--- config.mk ---
export PLATFORM = sky130hd
export DESIGN_NAME = page_replacement_victim_selector_core_flat
export DESIGN_NICKNAME = d
export VERILOG_FILES = /design/src/rtl/prvs_pkg.sv /design/src/rtl/prvs_req_if.sv /design/src/rtl/prvs_rsp_if.sv /design/src/rtl/prvs_ram.sv /design/src/rtl/page_replacement_victim_selector_core.sv /design/src/flat_wrapper.sv
export SDC_FILE = /design/constraint.sdc
export NUM_CORES = 2
export LEC_CHECK = 0
export ABC_AREA = 1
export BUFFER_PORTS_ARGS = -buffer_cell sky130_fd_sc_hd__buf_2
export CAP_MARGIN = 30
export CORE_MARGIN = 8
export CORE_UTILIZATION = 25
export DETAILED_ROUTE_END_ITERATION = 16
export GPL_ROUTABILITY_DRIVEN = 0
export PLACE_DENSITY_LB_ADDON = 0.25
export SYNTH_ARGS = -nofsm -noshare
export SYNTH_HDL_FRONTEND = slang
export SYNTH_SLANG_ARGS = --single-unit
--- constraint.sdc ---
create_clock -name clk -period 7.3 [get_ports clk]
set_input_delay 0.365 -clock clk [delete_from_list [all_inputs] [get_ports clk]]
set_output_delay 0.365 -clock clk [all_outputs]
set_load 0.05 [all_outputs]
--- src/rtl/prvs_pkg.sv ---
// prvs_pkg: constants, codes and helper functions of the page replacement victim selector
// no dependencies; imported by the core and the bench
`timescale 1ns / 1ps
`default_nettype none
package prvs_pkg;

  localparam int NUM_FRAMES = 16;
  localparam int AGE_BITS   = 32;
  localparam int TIME_W     = 32;
  localparam int SLOT_W     = $clog2(NUM_FRAMES);
  localparam int CNT_W      = $clog2(NUM_FRAMES + 1);
  localparam int RAM_W      = AGE_BITS + TIME_W;
  localparam int VAL_W      = (AGE_BITS > TIME_W) ? AGE_BITS : TIME_W;
  localparam int CFG_IDX_W  = 2;
  localparam int CFG_W      = 32;

  // request modes
  localparam logic [1:0] MODE_INSERT = 2'd0;
  localparam logic [1:0] MODE_ACCESS = 2'd1;
  localparam logic [1:0] MODE_SELECT = 2'd2;

  // result status codes
  localparam logic [1:0] ST_VICTIM    = 2'd0;
  localparam logic [1:0] ST_DONE      = 2'd1;
  localparam logic [1:0] ST_EMPTY     = 2'd2;
  localparam logic [1:0] ST_UNTRACKED = 2'd3;

  // replacement policies
  localparam logic [2:0] POL_FIFO  = 3'd0;
  localparam logic [2:0] POL_CLOCK = 3'd1;
  localparam logic [2:0] POL_NRU   = 3'd2;
  localparam logic [2:0] POL_AGING = 3'd3;
  localparam logic [2:0] POL_WSET  = 3'd4;

  // configuration register indexes
  localparam logic [CFG_IDX_W-1:0] CFG_POLICY     = 2'd0;
  localparam logic [CFG_IDX_W-1:0] CFG_NRU_PERIOD = 2'd1;
  localparam logic [CFG_IDX_W-1:0] CFG_WS_TAU     = 2'd2;

  // slot holding queue position pos
  function automatic logic [SLOT_W-1:0] slot_of(input logic [SLOT_W-1:0] head,
                                                input logic [CNT_W-1:0] pos);
    logic [CNT_W:0] sum;
    sum = {{(CNT_W+1-SLOT_W){1'b0}}, head} + {1'b0, pos};
    if (sum >= (CNT_W+1)'(NUM_FRAMES)) begin
      sum = sum - (CNT_W+1)'(NUM_FRAMES);
    end
    return sum[SLOT_W-1:0];
  endfunction

  // queue position after pos, wrapping at the fill count
  function automatic logic [CNT_W-1:0] next_pos(input logic [CNT_W-1:0] pos,
                                                 input logic [CNT_W-1:0] count);
    logic [CNT_W:0] nxt;
    nxt = {1'b0, pos} + (CNT_W+1)'(1);
    return (nxt >= {1'b0, count}) ? '0 : nxt[CNT_W-1:0];
  endfunction

endpackage
`default_nettype wire

--- src/rtl/prvs_req_if.sv ---
// prvs_req_if: request channel (valid, ready, request fields)
// depends on nothing
`timescale 1ns / 1ps
`default_nettype none
interface prvs_req_if;
  logic        valid;
  logic        ready;
  logic [1:0]  mode;
  logic [3:0]  frame_index;
  logic        is_write;
  logic [31:0] instr_count;
  modport source (output valid, mode, frame_index, is_write, instr_count, input ready);
  modport sink (input valid, mode, frame_index, is_write, instr_count, output ready);
endinterface
`default_nettype wire

--- src/rtl/prvs_rsp_if.sv ---
// prvs_rsp_if: result channel (valid, ready, status and victim frame)
// depends on nothing
`timescale 1ns / 1ps
`default_nettype none
interface prvs_rsp_if;
  logic       valid;
  logic       ready;
  logic [1:0] status;
  logic [3:0] victim_frame;
  modport source (output valid, status, victim_frame, input ready);
  modport sink (input valid, status, victim_frame, output ready);
endinterface
`default_nettype wire

--- src/rtl/prvs_ram.sv ---
// prvs_ram: generic single write port, single read port RAM with registered read
// no dependencies
`timescale 1ns / 1ps
`default_nettype none
module prvs_ram #(
  parameter int WIDTH = 8,
  parameter int DEPTH = 16
) (
  input  wire logic                     clk,
  input  wire logic                     we,
  input  wire logic [$clog2(DEPTH)-1:0] waddr,
  input  wire logic [WIDTH-1:0]         wdata,
  input  wire logic [$clog2(DEPTH)-1:0] raddr,
  output logic      [WIDTH-1:0]         rdata
);
  logic [WIDTH-1:0] mem [DEPTH];

  // write and registered read
  always_ff @(posedge clk) begin
    if (we) begin
      mem[waddr] <= wdata;
    end
    rdata <= mem[raddr];
  end
endmodule
`default_nettype wire

--- src/rtl/page_replacement_victim_selector_core.sv ---
// page_replacement_victim_selector_core: frame queue with fifo, clock, nru, aging
// and working set victim selection; uses prvs_pkg, prvs_req_if, prvs_rsp_if, prvs_ram
//
//   channel  | dir | handshake          | payload
//   req      | in  | req.valid/ready    | mode, frame_index, is_write, instr_count
//   rsp      | out | rsp.valid/ready    | status, victim_frame
//   cfg      | in  | cfg_we (no stall)  | cfg_index, cfg_data
//
// insert, access, fifo select, empty select and unused mode go straight to S_DONE.
// clock, nru and working set select scan the queued frames from the hand;
// aging makes a shift pass then a search pass over the one read port.
// rst is synchronous and resets the control state; a slot's ram entry is
// always written on insert before any scan reads it.
// a request is taken only in idle; a finished result stalls in S_DONE until the
// output register is free.
`timescale 1ns / 1ps
`default_nettype none
module page_replacement_victim_selector_core (
  input  wire logic                           clk,
  input  wire logic                           rst,
  prvs_req_if.sink                            req,
  prvs_rsp_if.source                          rsp,
  input  wire logic                           cfg_we,
  input  wire logic [prvs_pkg::CFG_IDX_W-1:0] cfg_index,
  input  wire logic [prvs_pkg::CFG_W-1:0]     cfg_data
);
  import prvs_pkg::*;

  typedef enum logic [6:0] {
    S_IDLE  = 7'b0000001,
    S_CLOCK = 7'b0000010,
    S_NRU   = 7'b0000100,
    S_AGE1  = 7'b0001000,
    S_AGE2  = 7'b0010000,
    S_WSET  = 7'b0100000,
    S_DONE  = 7'b1000000
  } state_t;

  state_t state;

  logic [2:0]            policy;
  logic [TIME_W-1:0]     nru_clear_period;
  logic [TIME_W-1:0]     working_set_tau;
  logic [NUM_FRAMES-1:0] frame_queued;
  logic [NUM_FRAMES-1:0] slot_referenced;
  logic [NUM_FRAMES-1:0] slot_modified;
  logic [SLOT_W-1:0]     slot_frame [NUM_FRAMES];
  logic [SLOT_W-1:0]     frame_slot [NUM_FRAMES];
  logic [SLOT_W-1:0]     queue_head;
  logic [CNT_W-1:0]      queue_count;
  logic [CNT_W-1:0]      scan_hand;
  logic [TIME_W-1:0]     last_clear_time;
  logic [TIME_W-1:0]     now_time;
  logic [CNT_W-1:0]      issue_cnt;
  logic [CNT_W-1:0]      issue_pos;
  logic                  eval_valid;
  logic [CNT_W-1:0]      eval_pos;
  logic [SLOT_W-1:0]     eval_slot;
  logic [CNT_W-1:0]      best_pos;
  logic [VAL_W-1:0]      best_val;
  logic [2:0]            best_cls;
  logic                  have_best;
  logic [1:0]            res_status;
  logic [SLOT_W-1:0]     res_slot;
  logic                  out_valid;
  logic [1:0]            out_status;
  logic [3:0]            out_frame;

  // ram: age in the upper field, last-use time in the lower field
  logic                  ram_we;
  logic [SLOT_W-1:0]     ram_waddr;
  logic [RAM_W-1:0]      ram_wdata;
  logic [SLOT_W-1:0]     ram_raddr;
  logic [RAM_W-1:0]      ram_rdata;
  logic [AGE_BITS-1:0]   rd_age;
  logic [TIME_W-1:0]     rd_last_use;

  logic                  accept;
  logic                  in_range;
  logic [SLOT_W-1:0]     frame_idx;
  logic [SLOT_W-1:0]     ins_slot;
  logic                  ins_append;
  logic [CNT_W-1:0]      start_pos;
  logic                  issue_more;
  logic                  eval_last;
  logic [SLOT_W-1:0]     hand_slot;
  logic [SLOT_W-1:0]     walk_slot;
  logic [2:0]            nru_cls;
  logic [CNT_W-1:0]      nru_pos;
  logic [TIME_W-1:0]     idle_raw;
  logic                  ws_ref;
  logic                  ws_hit;
  logic [VAL_W-1:0]      cand_val;
  logic                  take;
  logic [CNT_W-1:0]      keep_pos;
  logic                  out_free;
  logic [1:0]            acc_status;
  state_t                acc_state;

  prvs_ram #(.WIDTH(RAM_W), .DEPTH(NUM_FRAMES)) u_slot_ram (
    .clk   (clk),
    .we    (ram_we),
    .waddr (ram_waddr),
    .wdata (ram_wdata),
    .raddr (ram_raddr),
    .rdata (ram_rdata)
  );

  assign req.ready    = (state == S_IDLE);
  assign accept       = req.valid && req.ready;
  assign rsp.valid    = out_valid;
  assign rsp.status   = out_status;
  assign rsp.victim_frame = out_frame;
  assign out_free     = !out_valid || rsp.ready;

  // request decode
  assign in_range   = int'(req.frame_index) < NUM_FRAMES;
  assign frame_idx  = req.frame_index[SLOT_W-1:0];
  assign ins_append = !frame_queued[frame_idx];
  assign ins_slot   = ins_append ? slot_of(queue_head, queue_count) : frame_slot[frame_idx];
  assign start_pos  = (scan_hand >= queue_count) ? '0 : scan_hand;

  // status and next state of an accepted request
  always_comb begin
    acc_status = ST_DONE;
    acc_state  = S_DONE;
    case (req.mode)
      MODE_INSERT: begin
        if (!in_range) begin
          acc_status = ST_UNTRACKED;
        end
      end
      MODE_ACCESS: begin
        if (!(in_range && frame_queued[frame_idx])) begin
          acc_status = ST_UNTRACKED;
        end
      end
      MODE_SELECT: begin
        if (queue_count == '0) begin
          acc_status = ST_EMPTY;
        end else begin
          acc_status = ST_VICTIM;
          case (policy)
            POL_CLOCK: acc_state = S_CLOCK;
            POL_NRU:   acc_state = S_NRU;
            POL_AGING: acc_state = S_AGE1;
            POL_WSET:  acc_state = S_WSET;
            default:   acc_state = S_DONE;
          endcase
        end
      end
      default: ;
    endcase
  end

  // scan helpers
  assign issue_more = issue_cnt < queue_count;
  assign eval_last  = eval_valid && !issue_more;
  assign hand_slot  = slot_of(queue_head, scan_hand);
  assign walk_slot  = slot_of(queue_head, issue_pos);
  assign nru_cls    = {1'b0, slot_referenced[walk_slot], slot_modified[walk_slot]};
  assign nru_pos    = (nru_cls < best_cls) ? issue_pos : best_pos;
  assign rd_age      = ram_rdata[RAM_W-1:TIME_W];
  assign rd_last_use = ram_rdata[TIME_W-1:0];
  assign idle_raw    = now_time - rd_last_use;
  assign ws_ref      = slot_referenced[eval_slot];
  assign ws_hit      = !ws_ref && (idle_raw >= working_set_tau);

  // candidate compare for aging (least age) and working set (largest idle)
  always_comb begin
    if (state == S_AGE2) begin
      cand_val = VAL_W'(rd_age);
      take     = !have_best || (cand_val < best_val);
    end else begin
      cand_val = ws_ref ? '0 : VAL_W'(idle_raw);
      take     = !have_best || (cand_val > best_val);
    end
    keep_pos = take ? eval_pos : best_pos;
  end

  // ram ports
  always_comb begin
    ram_raddr = (state == S_AGE1) ? slot_of(queue_head, issue_cnt) : walk_slot;
    ram_we    = 1'b0;
    ram_waddr = eval_slot;
    ram_wdata = ram_rdata;
    if (accept && req.mode == MODE_INSERT && in_range) begin
      ram_we    = 1'b1;
      ram_waddr = ins_slot;
      ram_wdata = {{AGE_BITS{1'b0}}, req.instr_count};
    end else if (state == S_AGE1 && eval_valid) begin
      ram_we    = 1'b1;
      ram_wdata = {ws_ref, rd_age[AGE_BITS-1:1], rd_last_use};
    end else if (state == S_WSET && eval_valid && ws_ref) begin
      ram_we    = 1'b1;
      ram_wdata = {rd_age, now_time};
    end
  end

  // slot to frame and frame to slot maps
  always_ff @(posedge clk) begin
    if (accept && req.mode == MODE_INSERT && in_range && ins_append) begin
      slot_frame[ins_slot]  <= frame_idx;
      frame_slot[frame_idx] <= ins_slot;
    end
  end

  // configuration registers
  always_ff @(posedge clk) begin
    if (rst) begin
      policy           <= POL_FIFO;
      nru_clear_period <= TIME_W'(50);
      working_set_tau  <= TIME_W'(50);
    end else if (cfg_we) begin
      case (cfg_index)
        CFG_POLICY:     policy <= cfg_data[2:0];
        CFG_NRU_PERIOD: nru_clear_period <= cfg_data[TIME_W-1:0];
        CFG_WS_TAU:     working_set_tau <= cfg_data[TIME_W-1:0];
        default:        ;
      endcase
    end
  end

  // scan and queue control
  always_ff @(posedge clk) begin
    if (rst) begin
      state           <= S_IDLE;
      frame_queued    <= '0;
      slot_referenced <= '0;
      slot_modified   <= '0;
      queue_head      <= '0;
      queue_count     <= '0;
      scan_hand       <= '0;
      last_clear_time <= '0;
      eval_valid      <= 1'b0;
      out_valid       <= 1'b0;
    end else begin
      // output register fill and drain
      if (state == S_DONE && out_free) begin
        out_valid <= 1'b1;
      end else if (out_valid && rsp.ready) begin
        out_valid <= 1'b0;
      end
      case (state)
        S_IDLE: begin
          if (accept) begin
            state      <= acc_state;
            res_status <= acc_status;
            now_time   <= req.instr_count;
            case (req.mode)
              MODE_INSERT: begin
                if (in_range) begin
                  if (ins_append) begin
                    frame_queued[frame_idx] <= 1'b1;
                    queue_count <= queue_count + CNT_W'(1);
                  end
                  slot_referenced[ins_slot] <= 1'b0;
                  slot_modified[ins_slot]   <= 1'b0;
                end
              end
              MODE_ACCESS: begin
                if (in_range && frame_queued[frame_idx]) begin
                  slot_referenced[frame_slot[frame_idx]] <= 1'b1;
                  if (req.is_write) begin
                    slot_modified[frame_slot[frame_idx]] <= 1'b1;
                  end
                end
              end
              MODE_SELECT: begin
                if (queue_count != '0) begin
                  scan_hand  <= start_pos;
                  issue_pos  <= start_pos;
                  issue_cnt  <= '0;
                  eval_valid <= 1'b0;
                  have_best  <= 1'b0;
                  best_cls   <= 3'd4;
                  best_pos   <= start_pos;
                  case (policy)
                    POL_CLOCK, POL_NRU, POL_AGING, POL_WSET: ;
                    default: begin
                      // fifo: pop the head
                      res_slot <= queue_head;
                      frame_queued[slot_frame[queue_head]] <= 1'b0;
                      queue_head <= (queue_head == SLOT_W'(NUM_FRAMES - 1)) ? '0
                                    : queue_head + SLOT_W'(1);
                      queue_count <= queue_count - CNT_W'(1);
                    end
                  endcase
                end
              end
              default: ;
            endcase
          end
        end
        S_CLOCK: begin
          // second chance sweep from the hand
          scan_hand <= next_pos(scan_hand, queue_count);
          if (!slot_referenced[hand_slot]) begin
            res_slot <= hand_slot;
            state    <= S_DONE;
          end else begin
            slot_referenced[hand_slot] <= 1'b0;
          end
        end
        S_NRU: begin
          // lowest class, first from the hand
          issue_pos <= next_pos(issue_pos, queue_count);
          issue_cnt <= issue_cnt + CNT_W'(1);
          if (nru_cls < best_cls) begin
            best_cls <= nru_cls;
          end
          best_pos <= nru_pos;
          if (issue_cnt == queue_count - CNT_W'(1)) begin
            scan_hand <= next_pos(nru_pos, queue_count);
            res_slot  <= slot_of(queue_head, nru_pos);
            state     <= S_DONE;
            if ((now_time - last_clear_time) >= nru_clear_period) begin
              slot_referenced <= '0;
              last_clear_time <= now_time;
            end
          end
        end
        S_AGE1: begin
          // shift referenced bits into the age counters in queue order
          if (issue_more) begin
            issue_cnt  <= issue_cnt + CNT_W'(1);
            eval_slot  <= slot_of(queue_head, issue_cnt);
            eval_valid <= 1'b1;
          end else begin
            eval_valid <= 1'b0;
          end
          if (eval_valid) begin
            slot_referenced[eval_slot] <= 1'b0;
          end
          if (!issue_more && !eval_valid) begin
            state     <= S_AGE2;
            issue_cnt <= '0;
            issue_pos <= scan_hand;
          end
        end
        S_AGE2, S_WSET: begin
          // read one slot ahead, evaluate the returned one
          if (issue_more) begin
            issue_pos  <= next_pos(issue_pos, queue_count);
            issue_cnt  <= issue_cnt + CNT_W'(1);
            eval_pos   <= issue_pos;
            eval_slot  <= walk_slot;
          end
          eval_valid <= issue_more && !(eval_valid && state == S_WSET && ws_hit);
          if (eval_valid) begin
            if (state == S_WSET && ws_ref) begin
              slot_referenced[eval_slot] <= 1'b0;
            end
            if (state == S_WSET && ws_hit) begin
              scan_hand  <= next_pos(eval_pos, queue_count);
              res_slot   <= eval_slot;
              state      <= S_DONE;
            end else begin
              have_best <= 1'b1;
              best_pos  <= keep_pos;
              if (take) begin
                best_val <= cand_val;
              end
              if (eval_last) begin
                scan_hand <= next_pos(keep_pos, queue_count);
                res_slot  <= slot_of(queue_head, keep_pos);
                state     <= S_DONE;
              end
            end
          end
        end
        S_DONE: begin
          // hand the result to the output register
          if (out_free) begin
            out_status <= res_status;
            out_frame  <= (res_status == ST_VICTIM) ? 4'(slot_frame[res_slot]) : 4'd0;
            state      <= S_IDLE;
          end
        end
        default: state <= S_IDLE;
      endcase
    end
  end

  // queue bookkeeping stays consistent
  a_count_range: assert property (@(posedge clk) disable iff (rst)
    int'(queue_count) <= NUM_FRAMES)
    else $error("queue count above frame count");

  a_count_matches: assert property (@(posedge clk) disable iff (rst)
    $countones(frame_queued) == int'(queue_count))
    else $error("tracked frames differ from queue count");

  // a scan write never hits the slot being read ahead
  a_no_rw_clash: assert property (@(posedge clk) disable iff (rst)
    (ram_we && (state == S_AGE1 || state == S_WSET) && issue_more) |-> ram_waddr != ram_raddr)
    else $error("ram read and write to the same slot");

  // scans only run on a filled queue
  a_scan_nonempty: assert property (@(posedge clk) disable iff (rst)
    (state == S_CLOCK || state == S_NRU || state == S_AGE1 || state == S_AGE2
     || state == S_WSET) |-> queue_count != '0)
    else $error("scan on empty queue");

  a_done_hands_off: assert property (@(posedge clk) disable iff (rst)
    (state == S_DONE && out_free) |=> (out_valid && state == S_IDLE))
    else $error("result not delivered to output register");

endmodule
`default_nettype wire

--- src/flat_wrapper.sv ---
// flat-port wrapper written by rule: the top's interface ports become plain ports
module page_replacement_victim_selector_core_flat import prvs_pkg::*;
  (clk, rst, cfg_we, cfg_index, cfg_data, req_valid, req_mode, req_frame_index, req_is_write, req_instr_count, req_ready, rsp_valid, rsp_status, rsp_victim_frame, rsp_ready);
  prvs_req_if req_i ();
  prvs_rsp_if rsp_i ();
  input  wire logic clk;
  input  wire logic rst;
  input  wire logic cfg_we;
  input  wire logic [prvs_pkg::CFG_IDX_W-1:0] cfg_index;
  input  wire logic [prvs_pkg::CFG_W-1:0] cfg_data;
  input wire logic [$bits(req_i.valid)-1:0] req_valid;
  input wire logic [$bits(req_i.mode)-1:0] req_mode;
  input wire logic [$bits(req_i.frame_index)-1:0] req_frame_index;
  input wire logic [$bits(req_i.is_write)-1:0] req_is_write;
  input wire logic [$bits(req_i.instr_count)-1:0] req_instr_count;
  output wire logic [$bits(req_i.ready)-1:0] req_ready;
  output wire logic [$bits(rsp_i.valid)-1:0] rsp_valid;
  output wire logic [$bits(rsp_i.status)-1:0] rsp_status;
  output wire logic [$bits(rsp_i.victim_frame)-1:0] rsp_victim_frame;
  input wire logic [$bits(rsp_i.ready)-1:0] rsp_ready;
  assign req_i.valid = req_valid;
  assign req_i.mode = req_mode;
  assign req_i.frame_index = req_frame_index;
  assign req_i.is_write = req_is_write;
  assign req_i.instr_count = req_instr_count;
  assign req_ready = req_i.ready;
  assign rsp_valid = rsp_i.valid;
  assign rsp_status = rsp_i.status;
  assign rsp_victim_frame = rsp_i.victim_frame;
  assign rsp_i.ready = rsp_ready;
  page_replacement_victim_selector_core u_core (.clk(clk), .rst(rst), .req(req_i), .rsp(rsp_i), .cfg_we(cfg_we), .cfg_index(cfg_index), .cfg_data(cfg_data));
endmodule
==> impl_results.md <==
* Final TNS setup at 0 ns
* Final Hold Fails at 0
* Pin count of the biggest net entering global routing at 189
* Achievable frequency at 149 MHz
* Compound-cell area share of the yosys netlist at 15.9%
* VDD IR max at 0.239 mV
* Yosys warns at 0
* Reg power frac at 38.4%
* EDFF count, synth at 1,256
* Primary FF master, synth: edfxtp_1
* Switching part of the total power at 37.1%
* Worst-Skew Late Latency at 0.83 ns
* # setup viols final at 0
* R2R Setup Slk at between 0.5 and 0.6 ns
* WP data arrival at 7.47 ns
* Largest area contributor in the netlist: edfxtp_1
* Global-route wire length before repair at roughly 340 mm
* CP endpoint: u_core.scan_hand[0]
* CP max FO at 11
* Vias in the first global route at 49,100
* Worst hold path stage count at 4
* Mux cell area share after synthesis at 0.0582%
* Max-Slew Margin vs Limit at roughly 28%
* Startpoint types: flop
* Most frequent cell after synthesis: edfxtp_1
* Setup CP Type: reg2reg
* Synthesized area at a little under 70,000 um^2
* # rows at 192
* Tot GR Track Use at 15.3%
* DR iter-0 viols at 4,572
* Fraction of registers with async set/reset at 0%
* Clock Sink Count at 1,494
* Port bufs at 85
* Int Power at between 0.015 and 0.02 W
* Clk buf depth at 3
* Mean Syn Cell Area at 10.6 um^2
* Filler cells at 28,200
* PnR worst setup slack at 0.568 ns
* Synth area leaders: edfxtp_1, dfxtp_1, o21ai_0
* Post-Synth Adder-Cell Area at 4.89%
* ANT nets after route at 0
* Synth unique cells at 63
* Initial Util at 25.1%
* Biggest cell delay along the critical path at 0.44 ns
* Final nets at 6,980
* Die area at 292,000 um^2
* Share of cells above drive strength 1 at 8.72%
* Comb pwr share at 33.0%
* Clock power share at around 29%
* CTS tree: built
* Post-Synth Simple-Gate Area at 11.3%
* Via count at between 50,000 and 60,000
* DRT Wirelength at 233 mm
* Final Max Slew Viols at 0
* Detail-routed via count per cell at 4.93
* Gr ovfl total at 0
* Die Ht at 541 um
* Ports at 86
* Most frequent cells after synthesis: edfxtp_1, nor2_1, o21ai_0
* Initial antenna violation count at 13
* Pre-Repair DR Iteration Count at 7
* Reg clk slew, reported paths at ~0.060 ns
* CTS Buf Count at approximately 160
* Period utilization at 92.2%
* Syn Inst Count at 6,494
* Max cap viols at 0
* Crit path required time at approximately 8 ns
* Slew @ Worst Pin at 1.09 ns
* Syn Nets at 6,836
* Post-synthesis sequential area ratio at 61.7%
* Worst r2r src: u_core.now_time[2]
* Die Width at 541 um
* HPWL after DPL at 146 mm
* Hold crit path type: in2reg
* CP Launch Point: u_core.now_time[2]
* Drt drc at 0
* Total core area at about 270,000 um^2
* CTS Root Cell: clkbuf_16
* Status: finished, final reports clean
* Crit path max-delay cell type: edfxtp_1
* Worst R2R Path Depth at 36
* Power Dens Cells at 361 nW/um^2
* Unrepaired setup endpoints after global routing: no
* Drt wl/cell at 22.5 um
* R2r endpoint: u_core.scan_hand[0]
* Largest family of logic cells by synthesized area: compound AO/OA/AOI/OAI gates
* Synth top area share at 54.8%
* Switching power at 0.0108 W
* Post-Synth XOR/XNOR Area at 1.03%
* Layout Area Growth over Synthesis at 17.1%
* Worst Setup End Kind: flop
* CTS H-tree depth at 4
* Fin crit period at 6.73 ns
* Dpl ws at 0.248 ns
* Final clock skew at a little over 0.03 ns
* CP dominant cell by count: nand2_1
* Leak at 28.3 nW
* Synthesized flop and latch total at about 1,500
## power groups by stage
stage	combinational, W	clock (W)	sequential, W
floorplan	0.00591	0	0.0111
global placement	0.00923	0	0.0113
detailed placement	0.00947	0	0.0113
CTS	0.00955	0.00852	0.0111
global route	0.0106	0.00881	0.0112
finish	0.00960	0.00831	0.0112
## critical path, delay by kind of cell (launching register included)
| kind | cells | cell delay [ns] |
|---|---|---|
| buffers and inverters | 2 | 0.12 |
| DFF | 1 | 0.44 |
| AOI/OAI and AO/OA | 16 | 3.04 |
| and+or+nand+nor | 14 | 1.75 |
| adders and majority gates | 4 | 1.29 |
## layout make-up
cell class	count	area, um^2	area share (%)
multi-input cells	4087	23100	28.7
repair buffers	326	2950	3.67
diodes	2	5.00	0.00621
clock inverters	75	828	1.03
well taps	3589	4490	5.57
inverters	566	2160	2.68
clock buffers	230	4520	5.61
flip-flops and latches	1494	42500	52.7
## how the worst min path moves through the flow
stage | startpoint | end | slack, ns
global placement | u_core.res_status[0] | u_core.rsp.status[0] | 0.44
finish | req_mode[0] | u_core.res_status[1] | 0.13
global route | req_mode[0] | u_core.res_status[1] | 0.12
detailed placement | u_core.res_status[0] | u_core.rsp.status[0] | 0.44
floorplan | u_core.res_status[0] | u_core.rsp.status[0] | 0.42
CTS | req_mode[0] | u_core.res_status[1] | 0.05
## flip-flops by register name, summed over array words and instances, names as in the netlist, 4 cells and up, named ones only
| signal | cells |
|---|---|
| u_core.eval_slot | 4 |
| u_core.slot_modified | 16 |
| u_core.res_slot | 4 |
| u_core.frame_slot | 64 |
| u_core.u_slot_ram.mem | 1024 |
| u_core.issue_pos | 5 |
| u_core.now_time | 32 |
| u_core.slot_frame | 64 |
| u_core.state | 7 |
| u_core.best_pos | 5 |
| u_core.working_set_tau | 32 |
| u_core.best_val | 32 |
| u_core.queue_count | 5 |
| u_core.queue_head | 4 |
| u_core.nru_clear_period | 32 |
| u_core.eval_pos | 5 |
| u_core.slot_referenced | 16 |
| u_core.frame_queued | 16 |
| u_core.issue_cnt | 5 |
| u_core.last_clear_time | 32 |
| u_core.scan_hand | 5 |
| u_core.rsp.victim_frame | 4 |
| u_core.u_slot_ram.rdata | 64 |
## per-stage QoR
step	util (%)	instance area, um^2	total power [W]	hold WS [ns]	cells
global route	29.4	80600	0.0306	0.121	10400
detailed placement	27.2	74400	0.0208	0.445	9984
global placement	27.0	74000	0.0206	0.436	9945
finish	29.4	80600	0.0291	0.125	10400
CTS	29.4	80500	0.0292	0.0520	10400
floorplan	-	68800	0.0171	0.417	6494
## cell usage in the layout (no fill, tap or decap), types with 54 or more instances in the layout
cell	instances
edfxtp_1	1256
xor2_1	54
o21ai_0	830
clkbuf_16	165
buf_2	85
nor2_1	839
dlygate4sd3_1	76
inv_1	541
o221ai_1	190
nor3_1	58
nand2_1	679
a21oi_1	345
o211ai_1	127
nand3_1	165
o22ai_1	115
buf_4	124
ha_1	256
dfxtp_1	238
## cells by family after synthesis
logic type	Yosys count
simple gates	1884
compound gates	1854
flops	1494
buf+inv	913
fa+ha+maj	264
xor+xnor	81
mux	4
## per-layer routing
layer  global-route usage (%)  up-vias  part of all wire, %
li1                         -    23800                    -
met1                     21.4    25600                   46
met2                     24.9     1473                   46
met3                     2.14      278                  5.3
met4                     3.73        0                  2.2
met5                        0        -                    0
## timing repair
item / 4_1_cts / 5_1_grt
buffers inserted: 0 / 0
setup endpoints to repair: 0 / 5
resized for setup: 0 / 4
endpoints found under the hold margin: 172 / 0
hold buffers: 76 / 0
Power figures use the tool's default switching activity.
